## src/design/fpc_pkg.sv

```systemverilog
// Package of the fuzzy pendulum controller: types, membership shapes, rule ROM.
// No dependencies; used by fuzzy_pendulum_controller_unit.
`default_nettype none

package fpc_pkg;

    typedef enum logic [1:0] {
        MF_LEFT,
        MF_REG,
        MF_RIGHT
    } mf_kind_t;

    typedef enum logic [1:0] {
        V_POS,
        V_VEL,
        V_ANG,
        V_RATE
    } fz_var_t;

    typedef enum logic [2:0] {
        S_NL,
        S_NS,
        S_ZE,
        S_PS,
        S_PL
    } fz_set_t;

    typedef enum logic [3:0] {
        O_NVL,
        O_NL,
        O_NM,
        O_NS,
        O_ZE,
        O_PS,
        O_PM,
        O_PL,
        O_PVL
    } fz_out_t;

    typedef enum logic [2:0] {
        MAG_ZERO,
        MAG_SMALL,
        MAG_MEDIUM,
        MAG_LARGE,
        MAG_VLARGE
    } mag_sel_t;

    typedef enum logic [2:0] {
        ST_IDLE,
        ST_RULE,
        ST_FLUSH,
        ST_SETUP,
        ST_DIV,
        ST_OUT
    } fpc_state_t;

    // breakpoints in half input units
    typedef struct packed {
        mf_kind_t          kind;
        logic signed [3:0] a;
        logic signed [3:0] b;
        logic signed [3:0] c;
        logic signed [3:0] d;
    } mf_shape_t;

    typedef struct packed {
        fz_var_t var0;
        fz_set_t set0;
        fz_var_t var1;
        fz_set_t set1;
        fz_out_t out_code;
    } fz_rule_t;

    localparam int RULE_COUNT = 26;
    localparam int RULE_IDX_W = 5;
    localparam int MAG_W      = 7;
    localparam int FORCE_W    = 16;

    localparam logic [2:0] CFG_OUT_SMALL      = 3'd0;
    localparam logic [2:0] CFG_OUT_MEDIUM     = 3'd1;
    localparam logic [2:0] CFG_OUT_LARGE      = 3'd2;
    localparam logic [2:0] CFG_OUT_VERY_LARGE = 3'd3;

    localparam logic [MAG_W-1:0] RST_SMALL      = 7'd30;
    localparam logic [MAG_W-1:0] RST_MEDIUM     = 7'd60;
    localparam logic [MAG_W-1:0] RST_LARGE      = 7'd85;
    localparam logic [MAG_W-1:0] RST_VERY_LARGE = 7'd95;

    localparam logic [FORCE_W-1:0] FORCE_MAX = 16'h7FFF;
    localparam logic [FORCE_W-1:0] FORCE_MIN = 16'h8000;

    function automatic mf_shape_t mk_shape(input mf_kind_t k, input int a, input int b,
                                           input int c, input int d);
        mf_shape_t s;
        s.kind = k;
        s.a    = 4'(a);
        s.b    = 4'(b);
        s.c    = 4'(c);
        s.d    = 4'(d);
        return s;
    endfunction

    function automatic fz_rule_t mk_rule(input fz_var_t v0, input fz_set_t s0,
                                         input fz_var_t v1, input fz_set_t s1,
                                         input fz_out_t o);
        fz_rule_t r;
        r.var0     = v0;
        r.set0     = s0;
        r.var1     = v1;
        r.set1     = s1;
        r.out_code = o;
        return r;
    endfunction

    localparam mf_shape_t SHAPES [4][5] = '{
        '{mk_shape(MF_LEFT, -6, -6, -6, -4), mk_shape(MF_REG, -6, -4, -4, -2),
          mk_shape(MF_REG, -4, -2, 2, 4), mk_shape(MF_REG, 2, 4, 4, 6),
          mk_shape(MF_RIGHT, 4, 6, 6, 6)},
        '{mk_shape(MF_LEFT, -6, -6, -6, -4), mk_shape(MF_REG, -6, -4, -4, -2),
          mk_shape(MF_REG, -4, -2, 2, 4), mk_shape(MF_REG, 2, 4, 4, 6),
          mk_shape(MF_RIGHT, 4, 6, 6, 6)},
        '{mk_shape(MF_LEFT, -5, -5, -5, -3), mk_shape(MF_REG, -5, -3, -3, -1),
          mk_shape(MF_REG, -3, -1, 1, 3), mk_shape(MF_REG, 1, 3, 3, 5),
          mk_shape(MF_RIGHT, 3, 5, 5, 5)},
        '{mk_shape(MF_LEFT, -4, -4, -4, -2), mk_shape(MF_REG, -4, -2, -2, 0),
          mk_shape(MF_REG, -2, 0, 0, 2), mk_shape(MF_REG, 0, 2, 2, 4),
          mk_shape(MF_RIGHT, 2, 4, 4, 4)}
    };

    localparam fz_rule_t RULE_ROM [RULE_COUNT] = '{
        mk_rule(V_ANG, S_NL, V_RATE, S_NL, O_PL), mk_rule(V_ANG, S_NL, V_RATE, S_NS, O_PM),
        mk_rule(V_ANG, S_NL, V_RATE, S_ZE, O_PS), mk_rule(V_ANG, S_NS, V_RATE, S_NL, O_PM),
        mk_rule(V_ANG, S_NS, V_RATE, S_NS, O_PS), mk_rule(V_ANG, S_NS, V_RATE, S_ZE, O_ZE),
        mk_rule(V_ANG, S_ZE, V_RATE, S_NL, O_NS), mk_rule(V_ANG, S_ZE, V_RATE, S_NS, O_NM),
        mk_rule(V_ANG, S_ZE, V_RATE, S_ZE, O_ZE), mk_rule(V_ANG, S_PS, V_RATE, S_NS, O_NM),
        mk_rule(V_ANG, S_PS, V_RATE, S_ZE, O_NS), mk_rule(V_ANG, S_PL, V_RATE, S_NS, O_PS),
        mk_rule(V_ANG, S_PL, V_RATE, S_ZE, O_PL),
        mk_rule(V_POS, S_NL, V_VEL, S_NL, O_PVL), mk_rule(V_POS, S_NL, V_VEL, S_NS, O_PL),
        mk_rule(V_POS, S_NL, V_VEL, S_ZE, O_PM), mk_rule(V_POS, S_NS, V_VEL, S_NL, O_PM),
        mk_rule(V_POS, S_NS, V_VEL, S_NS, O_PS), mk_rule(V_POS, S_NS, V_VEL, S_ZE, O_ZE),
        mk_rule(V_POS, S_ZE, V_VEL, S_NL, O_NS), mk_rule(V_POS, S_ZE, V_VEL, S_NS, O_NM),
        mk_rule(V_POS, S_ZE, V_VEL, S_ZE, O_ZE), mk_rule(V_POS, S_PS, V_VEL, S_NS, O_NM),
        mk_rule(V_POS, S_PS, V_VEL, S_ZE, O_NS), mk_rule(V_POS, S_PL, V_VEL, S_NS, O_PS),
        mk_rule(V_POS, S_PL, V_VEL, S_ZE, O_PL)
    };

endpackage

`default_nettype wire

```

## src/design/fpc_divider.sv

```systemverilog
// Restoring bit-serial divider, one quotient bit per cycle.
// Standalone; instantiated by fuzzy_pendulum_controller_unit.
`default_nettype none

module fpc_divider #(
    parameter int DW = 17,
    parameter int QW = 15
) (
    input  logic          clk,
    input  logic          rst_n,
    input  logic          start,
    input  logic [DW-1:0] rem_init,
    input  logic [QW-1:0] low_bits,
    input  logic [DW-1:0] divisor,
    output logic          done,
    output logic [QW-1:0] quotient
);

    localparam int CW = $clog2(QW + 1);

    logic [DW-1:0] rem_reg,  rem_next;
    logic [QW-1:0] low_reg,  low_next;
    logic [QW-1:0] quot_reg, quot_next;
    logic [CW-1:0] cnt_reg,  cnt_next;
    logic          busy_reg, busy_next;
    logic          done_reg, done_next;

    logic [DW:0] shifted;
    logic [DW:0] diff;
    logic        ge;

    always_comb
    begin
        shifted   = {rem_reg, low_reg[QW-1]};
        diff      = shifted - {1'b0, divisor};
        ge        = shifted >= {1'b0, divisor};
        rem_next  = rem_reg;
        low_next  = low_reg;
        quot_next = quot_reg;
        cnt_next  = cnt_reg;
        busy_next = busy_reg;
        done_next = 1'b0;
        if (start)
        begin
            rem_next  = rem_init;
            low_next  = low_bits;
            cnt_next  = CW'(QW);
            busy_next = 1'b1;
        end
        else if (busy_reg)
        begin
            rem_next  = ge ? diff[DW-1:0] : shifted[DW-1:0];
            low_next  = {low_reg[QW-2:0], 1'b0};
            quot_next = {quot_reg[QW-2:0], ge};
            cnt_next  = cnt_reg - CW'(1);
            if (cnt_reg == CW'(1))
            begin
                busy_next = 1'b0;
                done_next = 1'b1;
            end
        end
    end

    always_ff @(posedge clk or negedge rst_n)
    begin
        if (!rst_n)
        begin
            busy_reg <= 1'b0;
            done_reg <= 1'b0;
            cnt_reg  <= '0;
        end
        else
        begin
            busy_reg <= busy_next;
            done_reg <= done_next;
            cnt_reg  <= cnt_next;
        end
    end

    always_ff @(posedge clk)
    begin
        rem_reg  <= rem_next;
        low_reg  <= low_next;
        quot_reg <= quot_next;
    end

    assign done     = done_reg;
    assign quotient = quot_reg;

endmodule

`default_nettype wire

```

## src/design/fuzzy_pendulum_controller_unit.sv

```systemverilog
// Fuzzy cart-and-pole controller: rule walk, weighted sum and serial divide.
// Depends on fpc_pkg and fpc_divider.
//
// Usage:
//  - Input channel (in_valid/in_stall) carries one beat of four Q4.12 samples.
//    in_stall is high while an item is being worked on.
//  - Output channel (out_valid/out_stall) carries drive_force (Q8.8) and
//    no_rule_fired. Results sit in an output register; a new item is taken
//    while the previous result still waits on out_stall.
//  - From an input beat, the item passes ST_RULE, ST_FLUSH, ST_SETUP,
//    ST_DIV and ST_OUT before out_valid; ST_DIV is skipped when no rule
//    fires. The next item is taken only once the block is back in ST_IDLE.
//  - The 26 rules pass through one membership/min unit and one multiplier,
//    one rule a cycle; the quotient comes from a bit-serial divider,
//    one bit a cycle.
//  - A stalled output holds its beat; the block waits with the next result
//    until the output register frees.
//  - cfg_write/cfg_index/cfg_data set the four singleton magnitudes; write
//    only while idle. Reset restores 30/60/85/95 and empties the output.
`default_nettype none

module fuzzy_pendulum_controller_unit #(
    parameter int INPUT_FRAC_BITS  = 12,
    parameter int OUTPUT_FRAC_BITS = 8
) (
    input  logic                clk,
    input  logic                rst_n,
    input  logic                cfg_write,
    input  logic [2:0]          cfg_index,
    input  logic [6:0]          cfg_data,
    input  logic                in_valid,
    output logic                in_stall,
    input  logic signed [15:0]  cart_position,
    input  logic signed [15:0]  cart_velocity,
    input  logic signed [15:0]  pole_angle,
    input  logic signed [15:0]  pole_rate,
    output logic                out_valid,
    input  logic                out_stall,
    output logic signed [15:0]  drive_force,
    output logic                no_rule_fired
);

    localparam int IFB = INPUT_FRAC_BITS;
    localparam int OFB = OUTPUT_FRAC_BITS;
    localparam int XW  = (IFB + 3 > 16) ? IFB + 3 : 16;
    localparam int WW  = IFB + 1;
    localparam int PW  = WW + fpc_pkg::MAG_W;
    localparam int DW  = IFB + 5;
    localparam int NW  = IFB + 13;
    localparam int QW  = OFB + 7;
    localparam int SW  = (QW + 1 > 17) ? QW + 1 : 17;
    localparam int RW  = fpc_pkg::RULE_IDX_W;
    localparam int FW  = fpc_pkg::FORCE_W;

    localparam logic [WW-1:0] ONE = {1'b1, {IFB{1'b0}}};

    function automatic logic signed [XW-1:0] bpt(input logic signed [3:0] v);
        logic signed [XW-1:0] e;
        e = $signed({{(XW-4){v[3]}}, v});
        return e <<< (IFB - 1);
    endfunction

    function automatic logic [WW-1:0] degree(input logic signed [XW-1:0] x,
                                             input fpc_pkg::mf_shape_t s);
        logic signed [XW-1:0] a;
        logic signed [XW-1:0] b;
        logic signed [XW-1:0] c;
        logic signed [XW-1:0] d;
        logic signed [XW-1:0] up;
        logic signed [XW-1:0] dn;
        logic [WW-1:0]        r;
        a  = bpt(s.a);
        b  = bpt(s.b);
        c  = bpt(s.c);
        d  = bpt(s.d);
        up = x - a;
        dn = d - x;
        r  = '0;
        case (s.kind)
            fpc_pkg::MF_LEFT:
            begin
                if (x <= c)
                    r = ONE;
                else if (x < d)
                    r = dn[WW-1:0];
            end
            fpc_pkg::MF_RIGHT:
            begin
                if (x >= b)
                    r = ONE;
                else if (x > a)
                    r = up[WW-1:0];
            end
            fpc_pkg::MF_REG:
            begin
                if (x <= a || x >= d)
                    r = '0;
                else if (x >= b && x <= c)
                    r = ONE;
                else if (x < b)
                    r = up[WW-1:0];
                else
                    r = dn[WW-1:0];
            end
            default: r = '0;
        endcase
        return r;
    endfunction

    // singleton magnitudes
    logic [6:0] small_reg, medium_reg, large_reg, vlarge_reg;

    always_ff @(posedge clk or negedge rst_n)
    begin
        if (!rst_n)
        begin
            small_reg  <= fpc_pkg::RST_SMALL;
            medium_reg <= fpc_pkg::RST_MEDIUM;
            large_reg  <= fpc_pkg::RST_LARGE;
            vlarge_reg <= fpc_pkg::RST_VERY_LARGE;
        end
        else if (cfg_write)
        begin
            case (cfg_index)
                fpc_pkg::CFG_OUT_SMALL:      small_reg  <= cfg_data;
                fpc_pkg::CFG_OUT_MEDIUM:     medium_reg <= cfg_data;
                fpc_pkg::CFG_OUT_LARGE:      large_reg  <= cfg_data;
                fpc_pkg::CFG_OUT_VERY_LARGE: vlarge_reg <= cfg_data;
                default: ;
            endcase
        end
    end

    fpc_pkg::fpc_state_t state_reg, state_next;

    logic [RW-1:0]        idx_reg, idx_next;
    logic signed [XW-1:0] pos_reg, vel_reg, ang_reg, rate_reg;
    logic [WW-1:0]        w_reg, w_next;
    logic [6:0]           mag_reg, mag_next;
    logic                 neg_reg, neg_next;
    logic                 pend_reg, pend_next;
    logic signed [NW-1:0] num_reg, num_next;
    logic [DW-1:0]        den_reg, den_next;
    logic                 sign_reg, sign_next;
    logic [FW-1:0]        res_force_reg, res_force_next;
    logic                 res_flag_reg, res_flag_next;
    logic                 out_valid_reg, out_valid_next;
    logic [FW-1:0]        force_reg, force_next;
    logic                 flag_reg, flag_next;

    fpc_pkg::fz_rule_t    rule;
    logic signed [XW-1:0] x0, x1;
    logic [WW-1:0]        m0, m1, w_min;
    logic [3:0]           code;
    fpc_pkg::mag_sel_t    msel;
    logic [6:0]           mag_sel_val;
    logic [PW-1:0]        prod;
    logic signed [NW-1:0] prod_s;
    logic signed [NW-1:0] num_abs_s;
    logic [NW-2:0]        num_abs;
    logic                 accept;
    logic                 div_start;
    logic                 div_done;
    logic [QW-1:0]        div_quot;
    logic [SW-1:0]        q_ext;
    logic [FW-1:0]        q_neg;

    // rule evaluation
    always_comb
    begin
        rule = fpc_pkg::RULE_ROM[idx_reg];
        case (rule.var0)
            fpc_pkg::V_POS:  x0 = pos_reg;
            fpc_pkg::V_VEL:  x0 = vel_reg;
            fpc_pkg::V_ANG:  x0 = ang_reg;
            fpc_pkg::V_RATE: x0 = rate_reg;
            default:         x0 = pos_reg;
        endcase
        case (rule.var1)
            fpc_pkg::V_POS:  x1 = pos_reg;
            fpc_pkg::V_VEL:  x1 = vel_reg;
            fpc_pkg::V_ANG:  x1 = ang_reg;
            fpc_pkg::V_RATE: x1 = rate_reg;
            default:         x1 = pos_reg;
        endcase
        m0    = degree(x0, fpc_pkg::SHAPES[rule.var0][rule.set0]);
        m1    = degree(x1, fpc_pkg::SHAPES[rule.var1][rule.set1]);
        w_min = (m0 < m1) ? m0 : m1;
        code  = rule.out_code;
        if (code >= 4'(fpc_pkg::O_ZE))
            msel = fpc_pkg::mag_sel_t'(3'(code - 4'(fpc_pkg::O_ZE)));
        else
            msel = fpc_pkg::mag_sel_t'(3'(4'(fpc_pkg::O_ZE) - code));
        case (msel)
            fpc_pkg::MAG_SMALL:  mag_sel_val = small_reg;
            fpc_pkg::MAG_MEDIUM: mag_sel_val = medium_reg;
            fpc_pkg::MAG_LARGE:  mag_sel_val = large_reg;
            fpc_pkg::MAG_VLARGE: mag_sel_val = vlarge_reg;
            default:             mag_sel_val = '0;
        endcase
    end

    always_comb
    begin
        prod      = PW'(w_reg) * PW'(mag_reg);
        prod_s    = $signed(NW'(prod));
        num_abs_s = num_reg[NW-1] ? -num_reg : num_reg;
        num_abs   = num_abs_s[NW-2:0];
        q_ext     = SW'(div_quot);
        q_neg     = ~q_ext[FW-1:0] + FW'(1);
    end

    assign accept = in_valid && (state_reg == fpc_pkg::ST_IDLE);

    always_comb
    begin
        state_next     = state_reg;
        idx_next       = idx_reg;
        w_next         = w_reg;
        mag_next       = mag_reg;
        neg_next       = neg_reg;
        pend_next      = 1'b0;
        num_next       = num_reg;
        den_next       = den_reg;
        sign_next      = sign_reg;
        res_force_next = res_force_reg;
        res_flag_next  = res_flag_reg;
        force_next     = force_reg;
        flag_next      = flag_reg;
        out_valid_next = out_valid_reg && out_stall;
        div_start      = 1'b0;

        if (pend_reg)
        begin
            num_next = neg_reg ? num_reg - prod_s : num_reg + prod_s;
            den_next = den_reg + DW'(w_reg);
        end

        case (state_reg)
            fpc_pkg::ST_IDLE:
            begin
                if (accept)
                begin
                    idx_next   = '0;
                    num_next   = '0;
                    den_next   = '0;
                    state_next = fpc_pkg::ST_RULE;
                end
            end
            fpc_pkg::ST_RULE:
            begin
                w_next    = w_min;
                mag_next  = mag_sel_val;
                neg_next  = code < 4'(fpc_pkg::O_ZE);
                pend_next = 1'b1;
                idx_next  = idx_reg + RW'(1);
                if (idx_reg == RW'(fpc_pkg::RULE_COUNT - 1))
                begin
                    idx_next   = '0;
                    state_next = fpc_pkg::ST_FLUSH;
                end
            end
            fpc_pkg::ST_FLUSH:
            begin
                state_next = fpc_pkg::ST_SETUP;
            end
            fpc_pkg::ST_SETUP:
            begin
                if (den_reg == '0)
                begin
                    res_force_next = '0;
                    res_flag_next  = 1'b1;
                    state_next     = fpc_pkg::ST_OUT;
                end
                else
                begin
                    div_start  = 1'b1;
                    sign_next  = num_reg[NW-1];
                    state_next = fpc_pkg::ST_DIV;
                end
            end
            fpc_pkg::ST_DIV:
            begin
                if (div_done)
                begin
                    res_flag_next = 1'b0;
                    if (!sign_reg)
                        res_force_next = (q_ext > SW'(32767)) ? fpc_pkg::FORCE_MAX
                                                              : q_ext[FW-1:0];
                    else
                        res_force_next = (q_ext > SW'(32768)) ? fpc_pkg::FORCE_MIN : q_neg;
                    state_next = fpc_pkg::ST_OUT;
                end
            end
            fpc_pkg::ST_OUT:
            begin
                if (!out_valid_reg || !out_stall)
                begin
                    force_next     = res_force_reg;
                    flag_next      = res_flag_reg;
                    out_valid_next = 1'b1;
                    state_next     = fpc_pkg::ST_IDLE;
                end
            end
            default: state_next = fpc_pkg::ST_IDLE;
        endcase
    end

    always_ff @(posedge clk or negedge rst_n)
    begin
        if (!rst_n)
        begin
            state_reg     <= fpc_pkg::ST_IDLE;
            out_valid_reg <= 1'b0;
            pend_reg      <= 1'b0;
            idx_reg       <= '0;
        end
        else
        begin
            state_reg     <= state_next;
            out_valid_reg <= out_valid_next;
            pend_reg      <= pend_next;
            idx_reg       <= idx_next;
        end
    end

    always_ff @(posedge clk)
    begin
        if (accept)
        begin
            pos_reg  <= XW'(cart_position);
            vel_reg  <= XW'(cart_velocity);
            ang_reg  <= XW'(pole_angle);
            rate_reg <= XW'(pole_rate);
        end
        w_reg         <= w_next;
        mag_reg       <= mag_next;
        neg_reg       <= neg_next;
        num_reg       <= num_next;
        den_reg       <= den_next;
        sign_reg      <= sign_next;
        res_force_reg <= res_force_next;
        res_flag_reg  <= res_flag_next;
        force_reg     <= force_next;
        flag_reg      <= flag_next;
    end

    fpc_divider #(
        .DW (DW),
        .QW (QW)
    ) u_div (
        .clk      (clk),
        .rst_n    (rst_n),
        .start    (div_start),
        .rem_init (num_abs[NW-2:7]),
        .low_bits ({num_abs[6:0], {OFB{1'b0}}}),
        .divisor  (den_reg),
        .done     (div_done),
        .quotient (div_quot)
    );

    assign in_stall      = (state_reg != fpc_pkg::ST_IDLE);
    assign out_valid     = out_valid_reg;
    assign drive_force   = $signed(force_reg);
    assign no_rule_fired = flag_reg;

endmodule

`default_nettype wire

```

## config.mk

```make
export PLATFORM = sky130hd
export DESIGN_NAME = fuzzy_pendulum_controller_unit
export DESIGN_NICKNAME = d
export VERILOG_FILES = /design/src/design/fpc_pkg.sv /design/src/design/fpc_divider.sv /design/src/design/fuzzy_pendulum_controller_unit.sv
export SDC_FILE = /design/constraint.sdc
export NUM_CORES = 1
export LEC_CHECK = 0
export BUFFER_PORTS_ARGS = -buffer_cell sky130_fd_sc_hd__buf_2
export CAP_MARGIN = 20
export CORE_MARGIN = 2
export CORE_UTILIZATION = 45
export DETAILED_ROUTE_END_ITERATION = 10
export PLACE_DENSITY = 0.69
export SYNTH_ARGS = -nofsm -noshare
export SYNTH_HDL_FRONTEND = slang
export SYNTH_SLANG_ARGS = --single-unit
```

## constraint.sdc

```tcl
create_clock -name clk -period 8.82 [get_ports clk]
set_clock_uncertainty 0.1 [all_clocks]
set_input_delay 0 -clock clk [delete_from_list [all_inputs] [get_ports clk]]
set_output_delay 0 -clock clk [all_outputs]
set_load 0.03 [all_outputs]
```

### Word-level counts from Yosys, hierarchy flattened

Memories as Yosys holds them, arrays and structs flattened.
Index checks and enable logic that the tools add are counted.

| word-level totals | value |
|---|---|
| flip-flop bits (word level) | 245 |
| ROM bits | 448 |
| input port bits | 79 |
| output and inout port bits | 19 |
| word-level logic and storage cells | 215 |
| memories kept | 1 |

Memory list:

| memory | depth | width | read ports | clocked after memory_dff | write ports | RTL line | source |
|---|---|---|---|---|---|---|---|
| (no name shown) | 32 | 14 | 1 | 0 | 0 | fuzzy_pendulum_controller_unit.sv:171 | `rule = fpc_pkg::RULE_ROM[idx_reg];` |

| operators by class | value |
|---|---|
| add/subtract/negate cells | 14 |
| multipliers | 1 |
| magnitude comparators | 25 |
| equality and inequality tests | 29 |
| multiplexer cells | 79 |
| bitwise gates (word level) | 8 |
| reductions and logical operators | 30 |

Operator list:

| kind | count |
|---|---|
| $bmux W90 S2 | 2 |
| $mux W90 | 4 |
| $mux W13 | 15 |
| $pmux W16 S4 | 2 |
| $bmux W18 S3 | 2 |
| $mux W17 | 6 |
| $mux W25 | 4 |
| $pmux W13 S3 | 2 |
| $mux W18 | 4 |
| $ge A16 B15 Y1 | 4 |
| $le A16 B15 Y1 | 4 |
| $lt A16 B15 Y1 | 4 |
| $mux W16 | 4 |
| $sub A13 B13 Y13 | 4 |
| $mux W15 | 3 |
| $gt A16 B15 Y1 | 2 |
| $pmux W16 S2 | 1 |
| $mux W14 | 2 |
| $pmux W7 S4 | 1 |
| $add A25 B21 Y25 | 1 |
| $sub A25 B21 Y25 | 1 |
| $mux W24 | 1 |
| $neg A24 Y24 | 1 |
| $mul A13 B7 Y20 | 1 |
| other kinds (48) | 111 |

### Logic depth before layout (Yosys ltp)

Gate-level depths: netlist of run 1.

| logic depth | value |
|---|---|
| depth in word-level cells | 18 |
| depth in mapped cells | 37 |
| depth with buffers taken out | 33 |

### Cells and area by module

Synthesis of run 1 repeated with hierarchy kept, for this count alone.

| unflattened totals | value |
|---|---|
| cell total of the unflattened synthesis | 2029 |
| area total of the unflattened synthesis | 19581.3 um^2 |

By module, submodules not included:

| module | instances | cells an instance | area each (um^2) | seq. area each (um^2) |
|---|---|---|---|---|
| fuzzy_pendulum_controller_unit | 1 | 1756 | 16442.0 | 5417.7 |
| fpc_divider | 1 | 273 | 3139.3 | 1561.5 |

### Worst setup path before layout of run 1

OpenSTA, ideal clock, no wires.

| timing | value |
|---|---|
| path type | register -> register |
| start | register mag_reg[3] |
| end | register num_reg[24] |
| arrival time | 7.314 ns |
| slack | 1.285 ns |
| stages on the path, launching flop included | 32 |
| clock period less this slack | 7.535 ns |
| cells stage by stage | edfxtp_1 clkbuf_1 and2_1 fa_1 inv_1 fa_1 inv_1 fa_1 inv_1 fa_1 inv_1 ha_1 and4_1 clkbuf_1 o31ai_1 a31oi_1 or3_1 a21oi_1 nor3b_1 a31oi_1 xnor2_1 ha_1 a21oi_1 o32ai_1 a211o_1 a31oi_1 o21ai_0 or4_1 a41oi_1 o21ai_1 nand3b_1 mux2_2 |

| between the ends | value |
|---|---|
| cells in the longest elaborated chain, start to end | 6 |
| elaborated cells between the ends (all ways) | 7 |
| those cells by class | 2 x add/sub; 1 x mul; 4 x mux |

RTL lines:

| item | RTL line | source |
|---|---|---|
| start: declaration | fuzzy_pendulum_controller_unit.sv:139 | `logic [6:0] mag_reg, mag_next;` |
| start signal: assignment | fuzzy_pendulum_controller_unit.sv:337 | `mag_reg <= mag_next;` |
| $mul A13 B7 Y20 * | fuzzy_pendulum_controller_unit.sv:205 | `prod = PW'(w_reg) * PW'(mag_reg);` |
| $add A25 B21 Y25 / $sub A25 B21 Y25 (equally long branches) | fuzzy_pendulum_controller_unit.sv:235 | `num_next = neg_reg ? num_reg - prod_s : num_reg + prod_s;` |
| $mux W25 * | fuzzy_pendulum_controller_unit.sv:235 |  |
| $mux W25 * | fuzzy_pendulum_controller_unit.sv:233 | `if (pend_reg)` |
| $mux W25 | fuzzy_pendulum_controller_unit.sv:242 | `if (accept)` |
| $mux W25 * | fuzzy_pendulum_controller_unit.sv:239 | `case (state_reg)` |
| net num_next[24] | fuzzy_pendulum_controller_unit.sv:142 | `logic signed [NW-1:0] num_reg, num_next;` |
| end signal: assignment | fuzzy_pendulum_controller_unit.sv:339 | `num_reg <= num_next;` |
| end: declaration | fuzzy_pendulum_controller_unit.sv:142 |  |

The timed path passes the listed nets; every way through them passes the cells marked *.
A chain may end at the register's enable or synchronous reset.

### Final worst setup path of run 1

Same ends and word-level chain as after synthesis.

==> results_tabular.tex, run 1 <==
\begin{tabular}{lr}
\hline
Metric & Value \\
\hline
\multicolumn{2}{l}{\textbf{Power and ir drop}} \\
\quad Power share of the sequential group & around half \\
\quad Switching power as a share of total power & about a fifth \\
\quad Switching power total & about 530 uW \\
\quad Leakage power & approximately 0.0091 uW \\
\quad Overall power & between 2000 and 3000 uW \\
\quad Fraction of power consumed by the clock network & $\sim$47\% \\
\quad Power per Cell Area & approximately 120 mW/mm\^{}2 \\
\quad Power share of the combinational group & roughly 3.7\% \\
\quad Cell Int Power & 2030 uW \\
\quad Worst vdd ir & $\sim$0.00014 V \\
\multicolumn{2}{l}{\textbf{Clock network}} \\
\quad Number of gates resized after cts & 0 \\
\quad Number of H-tree branching levels & 1 \\
\quad Maximum count of clock buffers along a single path & 3 \\
\quad Number of clock sinks & 245 \\
\quad Clock insertion delay at the later pin of the skew report & 0.57 ns \\
\quad Clock-pin transition on the worst setup and hold timing paths & roughly 0.06 ns \\
\quad TritonCTS clock tree & built \\
\quad Quantity of hold-fixing buffers added after cts & approximately 80 \\
\quad Root buffer selected by CTS & clkbuf\_16 \\
\quad Total clock buffers created by CTS & 28 \\
\quad Post-CTS setup repair buffer count & 0 \\
\multicolumn{2}{l}{\textbf{Global routing}} \\
\quad First-pass GRT wire length & between 70 and 80 mm \\
\quad Initial antenna violation count & 2 \\
\quad Vias in the first global route & about 15000 \\
\quad GRT Resource Usage Total & approximately 22\% \\
\quad Maximum number of pins on one net before global-route repair & just under 80 \\
\quad Overflow left after global routing & 0 \\
\multicolumn{2}{l}{\textbf{Min path}} \\
\quad Hold Path End & vel\_reg[3]\$\_DFFE\_PP\_ \\
\quad Depth of the worst hold-timing path & 2 \\
\quad Worst hold path class & in2reg \\
\quad Hold Startpoint & cart\_velocity[3] \\
\multicolumn{2}{l}{\textbf{Critical path}} \\
\quad Startpoint types & register \\
\quad Kind of critical path & reg2reg \\
\quad Largest incremental delay on the critical path & 0.57 ns \\
\quad Slowest stage cell, crit path & edfxtp\_1 \\
\quad Flop2flop setup slack & around 0.66 ns \\
\quad Endpoint of the worst register-to-register path & num\_reg[24]\$\_DFF\_P\_ \\
\quad Source of the worst register-to-register timing path & mag\_reg[3]\$\_DFFE\_PP\_ \\
\quad Data arrival at the endpoint of the critical path & between 8 and 9 ns \\
\quad Worst setup path startpoint & mag\_reg[3]\$\_DFFE\_PP\_ \\
\quad Data required time of the worst path & approximately 9.2 ns \\
\quad Type of destination of the critical path & register \\
\quad Biggest fanout along the worst timing path & 13 \\
\quad Depth of the worst register-to-register path & 29 \\
\multicolumn{2}{l}{\textbf{Job}} \\
\quad Number of maximum-capacitance constraint violations & 0 \\
\multicolumn{2}{l}{\textbf{Layout}} \\
\quad Synth-to-layout area growth & 14.3\% \\
\quad Register cell area after layout & $\sim$0.0067 sq mm \\
\quad Fraction of final layout cells sized beyond drive strength 1 & 12.2\% \\
\quad Fill cells & 3735 \\
\quad Footprint of the multi-input gates & between 0.01 and 0.015 sq mm \\
\quad Post-layout nets & about 2500 \\
\quad Final cell count without fillers & roughly 2800 \\
\quad Diode insertion count for antenna repair & 0 \\
\quad Largest register FFs & 25 \\
\multicolumn{2}{l}{\textbf{Timing}} \\
\quad Count of final max-slew check failures & 0 \\
\quad Period Utilization, post-route & 92.5\% \\
\quad Worst-margin pin slew & between 1 and 1.5 ns \\
\quad Least setup slack across all paths after layout & $\sim$0.66 ns \\
\quad Final Setup Violations & 0 \\
\quad Tightest slew margin relative to the limit & about 29\% \\
\quad Hold Fails Final Rpt & 0 \\
\quad Setup repair after global routing missed its margin & no \\
\quad Minimum clock period after layout & around 8 ns \\
\quad Achievable Freq & $\sim$0.12 GHz \\
\quad Setup tns final & 0 ns \\
\multicolumn{2}{l}{\textbf{Logic synthesis}} \\
\quad Yosys cell types & 97 \\
\quad Synth Net Count & 2334 \\
\quad Mean instance size in the synthesized netlist & about 9.5 sq um \\
\quad Fraction of registers with async set or reset after synthesis & 18.0\% \\
\quad Cell count after synthesis & approximately 2000 \\
\quad Count of warnings emitted by yosys & 0 \\
\quad Combined area of all synthesized cells & just under 0.02 sq mm \\
\quad FF+latch count, synth & approximately 250 \\
\quad Register area share after synthesis & between 30\% and 40\% \\
\quad Main flop type after synthesis & edfxtp\_1 \\
\quad EDFF count, synth & roughly 160 \\
\multicolumn{2}{l}{\textbf{Routing}} \\
\quad \# DRC & 0 \\
\quad Top Metal Used & met5 \\
\quad Post-Route M1 WL & around 21 mm \\
\quad Vias per cell & between 5 and 6 \\
\quad Total routed wirelength & $\sim$48 mm \\
\quad Detailed-routed wire length on met3 & $\sim$2.1 mm \\
\quad Met2 WL & around 23 mm \\
\quad Post-detailed-route count of antenna-violating nets & 0 \\
\quad Drt first pass iters & 5 \\
\quad Detail-routed net length per standard cell & 17.5 microns \\
\quad Total number of vias & roughly 16000 \\
\quad Number of design-rule violations left by the first detailed-router iteration & 1173 \\
\multicolumn{2}{l}{\textbf{Place}} \\
\quad HPWL after DPL & between 30 and 40 mm \\
\quad Number of port buffers & between 90 and 100 \\
\quad Final GP Congestion & around 0.9 \\
\quad Post-Place Worst Slack & $\sim$0.75 ns \\
\quad Number of cells in the design after placement & 2624 \\
\multicolumn{2}{l}{\textbf{Floorplan}} \\
\quad Number of top-level pins & between 90 and 100 \\
\quad Std-Cell Core Area & between 0.04 and 0.05 sq mm \\
\quad Horizontal die dimension & around 210 microns \\
\quad Effective utilization at floorplan & 45.8\% \\
\quad Row cnt & 75 \\
\quad Area of the die & between 0.04 and 0.05 sq mm \\
\quad Die Height & about 210 microns \\
\multicolumn{2}{l}{\textbf{Run status}} \\
\quad Run status & completed \\
\hline
\end{tabular}
[stage by stage]
step | hold WS [ns] | utilization (%) | instance area [sq um]
floorplan | -0.396 | - | 19400
global placement | 0.0760 | 48.2 | 20400
detailed placement | 0.0781 | 48.2 | 20400
global route | 0.0288 | 52.4 | 22100
CTS | 0.0153 | 52.4 | 22100
finish | 0.0347 | 52.4 | 22100
[critical path, delay by kind of cell, from the launching register on]
kind	cells	cell delay [ns]
xor gates and xnor gates	1	0.17
adders and majority gates	6	2.76
AOI/OAI and AO/OA	10	2.08
buffers and inverters	4	0.20
muxes	1	0.30
and+or+nand+nor	7	1.87
DFF	1	0.57
[layout make-up]
type,instances,area share [%]
multi-input combinational,1558,52.9
sequential,245,30.5
clock buffer,41,3.68
clock inverter,11,0.605
inverter,167,2.84
tap,539,3.05
timing repair buffer,196,6.47
[cells in the final DEF, fill, tap and decap left out, types with 13 or more instances in the layout]
cell / synthesis / layout
xor2_1: 40 / 40
xnor2_1: 66 / 66
buf_2: 6 / 97
a21o_1: 21 / 21
a31oi_1: 33 / 33
nor4_1: 14 / 14
or4_1: 17 / 17
dfxtp_1: 42 / 42
dfrtp_1: 26 / 25
ha_1: 155 / 155
nand4_1: 14 / 14
nand3_1: 34 / 34
nand2_1: 171 / 171
dfstp_2: 18 / 18
mux2i_1: 58 / 58
dlygate4sd3_1: 0 / 81
inv_1: 163 / 161
or3_1: 22 / 22
o21a_1: 23 / 23
buf_4: 1 / 18
nand2b_1: 20 / 19
o21bai_1: 17 / 17
clkbuf_16: 0 / 29
nor2b_1: 29 / 29
and2_1: 85 / 85
o31ai_1: 23 / 23
edfxtp_1: 159 / 159
and3_1: 15 / 15
mux2_2: 35 / 35
o21ai_0: 120 / 120
nor2_1: 148 / 148
a21oi_1: 92 / 92
nor3_1: 47 / 47
fa_1: 57 / 57
a22oi_1: 16 / 16
a211oi_1: 14 / 13
[cells in the mapped netlist (all sizes together), types with 18 or more instances]
| cell type | number | area, sq um |
|---|---|---|
| o21a | 23 | 173 |
| nor4 | 20 | 198 |
| dfxtp | 42 | 841 |
| mux2i | 58 | 581 |
| dfrtp | 26 | 651 |
| nor2 | 149 | 562 |
| fa | 57 | 1140 |
| nand3 | 34 | 170 |
| a21o | 21 | 158 |
| and2 | 86 | 538 |
| nor2b | 29 | 181 |
| a31oi | 34 | 219 |
| edfxtp | 159 | 4770 |
| xnor2 | 66 | 578 |
| or3 | 22 | 138 |
| nor3 | 48 | 245 |
| a21oi | 93 | 469 |
| inv | 164 | 616 |
| o31ai | 23 | 173 |
| o21ai | 126 | 642 |
| ha | 155 | 1940 |
| nand2b | 20 | 125 |
| xor2 | 40 | 350 |
| or4 | 19 | 150 |
| mux2 | 41 | 484 |
| dfstp | 18 | 473 |
| nand2 | 172 | 648 |
| clkbuf | 58 | 218 |
[metal layers]
metal / global-route usage [%] / up-vias
li1: - / 7667
met1: 27.6 / 7470
met2: 37.9 / 369
met3: 2.82 / 81
met4: 6.58 / 4
met5: 0 / -
[power groups by stage]
stage / logic [uW] / clock network (uW) / registers [uW]
finish: 94.4 / 1190 / 1270
global route: 103 / 1260 / 1280
CTS: 93.5 / 1220 / 1270
detailed placement: 65.0 / 0 / 1300
global placement: 62.5 / 0 / 1290
floorplan: 34.7 / 0 / 1290
[how the worst max path moves through the flow]
stage / to / cells after the start / slack, ns
2_1_floorplan: num_reg[24]$_DFF_P_ / 31 / 1.28
3_3_place_gp: num_reg[24]$_DFF_P_ / 29 / 0.82
3_5_place_dp: num_reg[24]$_DFF_P_ / 29 / 0.75
4_1_cts: num_reg[24]$_DFF_P_ / 29 / 0.71
5_1_grt: num_reg[24]$_DFF_P_ / 29 / 0.14
6_report: num_reg[24]$_DFF_P_ / 29 / 0.66
[cell families (layout without fill, tap and decap cells)]
kind of cell | count (synthesis) | after routing | share of synthesized area, %
xor+xnor | 107 | 107 | 4.91
flops | 245 | 245 | 34.8
mux | 101 | 101 | 5.73
fa+ha+maj | 212 | 212 | 15.9
buf+inv | 240 | 415 | 4.87
compound gates | 465 | 465 | 15.7
simple gates | 673 | 673 | 18.1
(Power assumes the default switching activity.)
==> inputs of run 2 (changes only) <==
PLACE_DENSITY = 0.71   (was 0.69)
clock period = 7.4 ns   (was 8.82 ns; I/O delays follow)
==> run 2 against run 1 <==
The run now ends with negative setup slack left. Clock power rose by 18%. Hold slack hardly changed. First-iteration DRC count down 12%. Power up 18%. Critical path depth unchanged. Worst setup slack lost 0.73 ns. Flip-flop and latch count did not move. Largest power group unchanged.
==> results_tabular.tex, run 2 (synthesis results as in run 1) <==
\begin{tabular}{lr}
\hline
Metric & Value \\
\hline
\multicolumn{2}{l}{\textbf{Timing}} \\
\quad Minimum clock period after layout & 7.47 ns (-0.689 ns) \\
\quad Worst-margin pin slew & 1.04 ns (-0.0186 ns) \\
\quad Period Utilization, post-route & 101\% (+8.4 points) \\
\quad Least setup slack across all paths after layout & -0.0722 ns (-0.731 ns) \\
\quad Final Setup Violations & 1 (+1) \\
\quad Final-layout worst hold slack & 0.0352 ns (+0.000457 ns) \\
\quad Count of final max-slew check failures & 0 (unchanged) \\
\quad Hold Fails Final Rpt & 0 (unchanged) \\
\quad Setup tns final & -0.0722 ns (-0.0722 ns) \\
\quad Tightest slew margin relative to the limit & 30.9\% (+2.2 points) \\
\quad Achievable Freq & 0.134 GHz (+9.2\%) \\
\quad Setup repair after global routing missed its margin & yes \\
\multicolumn{2}{l}{\textbf{Critical path}} \\
\quad Depth of the worst register-to-register path & 29 (unchanged) \\
\quad Slowest stage cell, crit path & fa\_1 \\
\quad Kind of cell with the highest combined delay on the critical path & adder cells \\
\quad Biggest fanout along the worst timing path & 5 (-8) \\
\quad Kind of critical path & reg2reg \\
\quad Cell with the most instances on the worst path & fa\_1 \\
\quad Data required time of the worst path & 7.75 ns (-1.42 ns) \\
\quad CP bufs+invs & 5 (+1) \\
\quad Data arrival at the endpoint of the critical path & 7.82 ns (-0.69 ns) \\
\quad Stages on worst setup path & 29 (unchanged) \\
\quad Startpoint types & register \\
\quad Type of destination of the critical path & register \\
\quad Largest incremental delay on the critical path & 0.54 ns (-0.03 ns) \\
\multicolumn{2}{l}{\textbf{Global routing}} \\
\quad Overflow left after global routing & 0 (unchanged) \\
\quad Vias in the first global route & 15800 (+2.4\%) \\
\quad Initial antenna violation count & 0 (-2) \\
\quad GRT Resource Usage Total & 22.1\% (+0.53 points) \\
\quad First-pass GRT wire length & 80.4 mm (+3.0\%) \\
\quad Maximum number of pins on one net before global-route repair & 57 (-27\%) \\
\multicolumn{2}{l}{\textbf{Routing}} \\
\quad Detailed-routed wire length on met3 & 2.22 mm (+6.7\%) \\
\quad \# DRC & 0 (unchanged) \\
\quad Total routed wirelength & 50.0 mm (+3.6\%) \\
\quad Top Metal Used & met4 \\
\quad Post-detailed-route count of antenna-violating nets & 0 (unchanged) \\
\quad Met2 WL & 24.6 mm (+4.7\%) \\
\quad Total number of vias & 16200 (+3.6\%) \\
\quad Number of design-rule violations left by the first detailed-router iteration & 1034 (-12\%) \\
\quad Detail-routed net length per standard cell & 17.4 microns (-0.75\%) \\
\quad Vias per cell & 5.61 (-0.71\%) \\
\quad Drt first pass iters & 5 (unchanged) \\
\quad Post-Route M1 WL & 21.8 mm (+2.7\%) \\
\multicolumn{2}{l}{\textbf{Floorplan}} \\
\quad Number of top-level pins & 98 (unchanged) \\
\quad Effective utilization at floorplan & 45.8\% (unchanged) \\
\quad Std-Cell Core Area & 0.0422 sq mm (unchanged) \\
\quad Horizontal die dimension & 211 microns (unchanged) \\
\quad Die Height & 211 microns (unchanged) \\
\quad Row cnt & 75 (unchanged) \\
\quad Area of the die & 0.0447 sq mm (unchanged) \\
\multicolumn{2}{l}{\textbf{Layout}} \\
\quad Largest register FFs & 25 (unchanged) \\
\quad Fill cells & 3645 (-2.4\%) \\
\quad Post-layout nets & 2608 (+4.9\%) \\
\quad Commonest non-fill, non-tap cells in the layout & 166 x nand2\_1, 159 x edfxtp\_1, 155 x inv\_1, 148 x ha\_1, 147 x nor2\_1 \\
\quad Synth-to-layout area growth & 21.8\% \\
\quad Diode insertion count for antenna repair & 0 (unchanged) \\
\quad Most frequent standard cell in the layout excluding fill and tap cells & nand2\_1 \\
\quad Fraction of final layout cells sized beyond drive strength 1 & 20.1\% (+8.0 points) \\
\multicolumn{2}{l}{\textbf{Clock network}} \\
\quad Number of H-tree branching levels & 1 (unchanged) \\
\quad Clock-pin transition on the worst setup and hold timing paths & 0.07 ns (about the same) \\
\quad Maximum count of clock buffers along a single path & 3 (unchanged) \\
\quad TritonCTS clock tree & built \\
\quad Total clock buffers created by CTS & 27 (-3.6\%) \\
\quad Root buffer selected by CTS & clkbuf\_16 \\
\quad Clock insertion delay at the later pin of the skew report & 0.57 ns (about the same) \\
\quad Number of clock sinks & 245 (unchanged) \\
\multicolumn{2}{l}{\textbf{Run status}} \\
\quad Failing checks & negative setup slack \\
\quad Run status & complete, but fails checks \\
\multicolumn{2}{l}{\textbf{Power and ir drop}} \\
\quad Worst vdd ir & 0.000186 V (+33\%) \\
\quad Power per Cell Area & 129 mW/mm\^{}2 (+11\%) \\
\quad Leakage power & 0.00975 uW (+7.7\%) \\
\multicolumn{2}{l}{\textbf{Job}} \\
\quad Number of maximum-capacitance constraint violations & 0 (unchanged) \\
\multicolumn{2}{l}{\textbf{Min path}} \\
\quad Depth of the worst hold-timing path & 2 (unchanged) \\
\quad Worst hold path class & in2reg \\
\multicolumn{2}{l}{\textbf{Place}} \\
\quad HPWL after DPL & 36.4 mm (+1.9\%) \\
\quad Number of port buffers & 97 (unchanged) \\
\quad Final GP Congestion & 0.936 (+3.7\%) \\
\hline
\end{tabular}
## run 2: area by class of cell
cell class | instances | area [sq um] | share of cell area [%]
Clock buffer | 31 | 691 | 2.93
Sequential cell | 245 | 6740 | 28.6
Multi-Input combinational cell | 1558 | 12200 | 51.9
Clock inverter | 19 | 216 | 0.918
Inverter | 167 | 628 | 2.67
Timing Repair Buffer | 318 | 2380 | 10.1
Tap cell | 539 | 674 | 2.86
## run 2: final timing paths
kind	from	to	slack [ns]
setup / recovery	mag_reg[6]$_DFFE_PP_	num_reg[24]$_DFF_P_	-0.07
hold / removal	pole_angle[3]	ang_reg[3]$_DFFE_PP_	0.04
setup reg to reg	mag_reg[6]$_DFFE_PP_	num_reg[24]$_DFF_P_	-0.07
hold reg to reg	res_force_reg[13]$_SDFFCE_PP0P_	drive_force[13]$_DFFE_PP_	0.32
max in group asynchronous	rst_n	pend_reg$_DFF_PN0_	6.44
min in group asynchronous	rst_n	small_reg[0]$_DFFE_PN0P_	0.08
## run 2: per-stage QoR
| stage | instances | util [%] | area (sq um) | setup slack (ns) | power [uW] |
|---|---|---|---|---|---|
| global placement | 2718 | 50.0 | 21100 | -0.137 | 1620 |
| detailed placement | 2718 | 50.0 | 21100 | -0.206 | 1630 |
| floorplan | 2043 | - | 19400 | 0.0388 | 1580 |
| global route | 2877 | 55.8 | 23600 | -0.359 | 3120 |
| finish | 2877 | 55.8 | 23600 | -0.0722 | 3030 |
| CTS | 2855 | 54.6 | 23000 | -0.0524 | 3050 |
## run 2: layer usage
layer / vias to the layer above / GRT usage, %
met3: 86 / 2.48
met5: - / 0
li1: 7889 / -
met2: 407 / 39.1
met4: 0 / 6.00
met1: 7772 / 28.5
## run 2: report_power, final
group | leakage [uW] | internal (uW) | switching [uW]
sequential | 0.00221 | 1500 | 18.6
combinational | 0.00709 | 73.3 | 39.6
clock | 0.000448 | 815 | 582
total | 0.00975 | 2390 | 640
## run 2: what timing repair did
item | in CTS | in global routing
pin swaps | 9 | 63
hold buffers | 80 | 0
resized for setup | 40 | 76
endpoints found under the hold margin | 156 | 0
endpoints found under the setup margin | 1 | 21
buffers inserted | 7 | 22
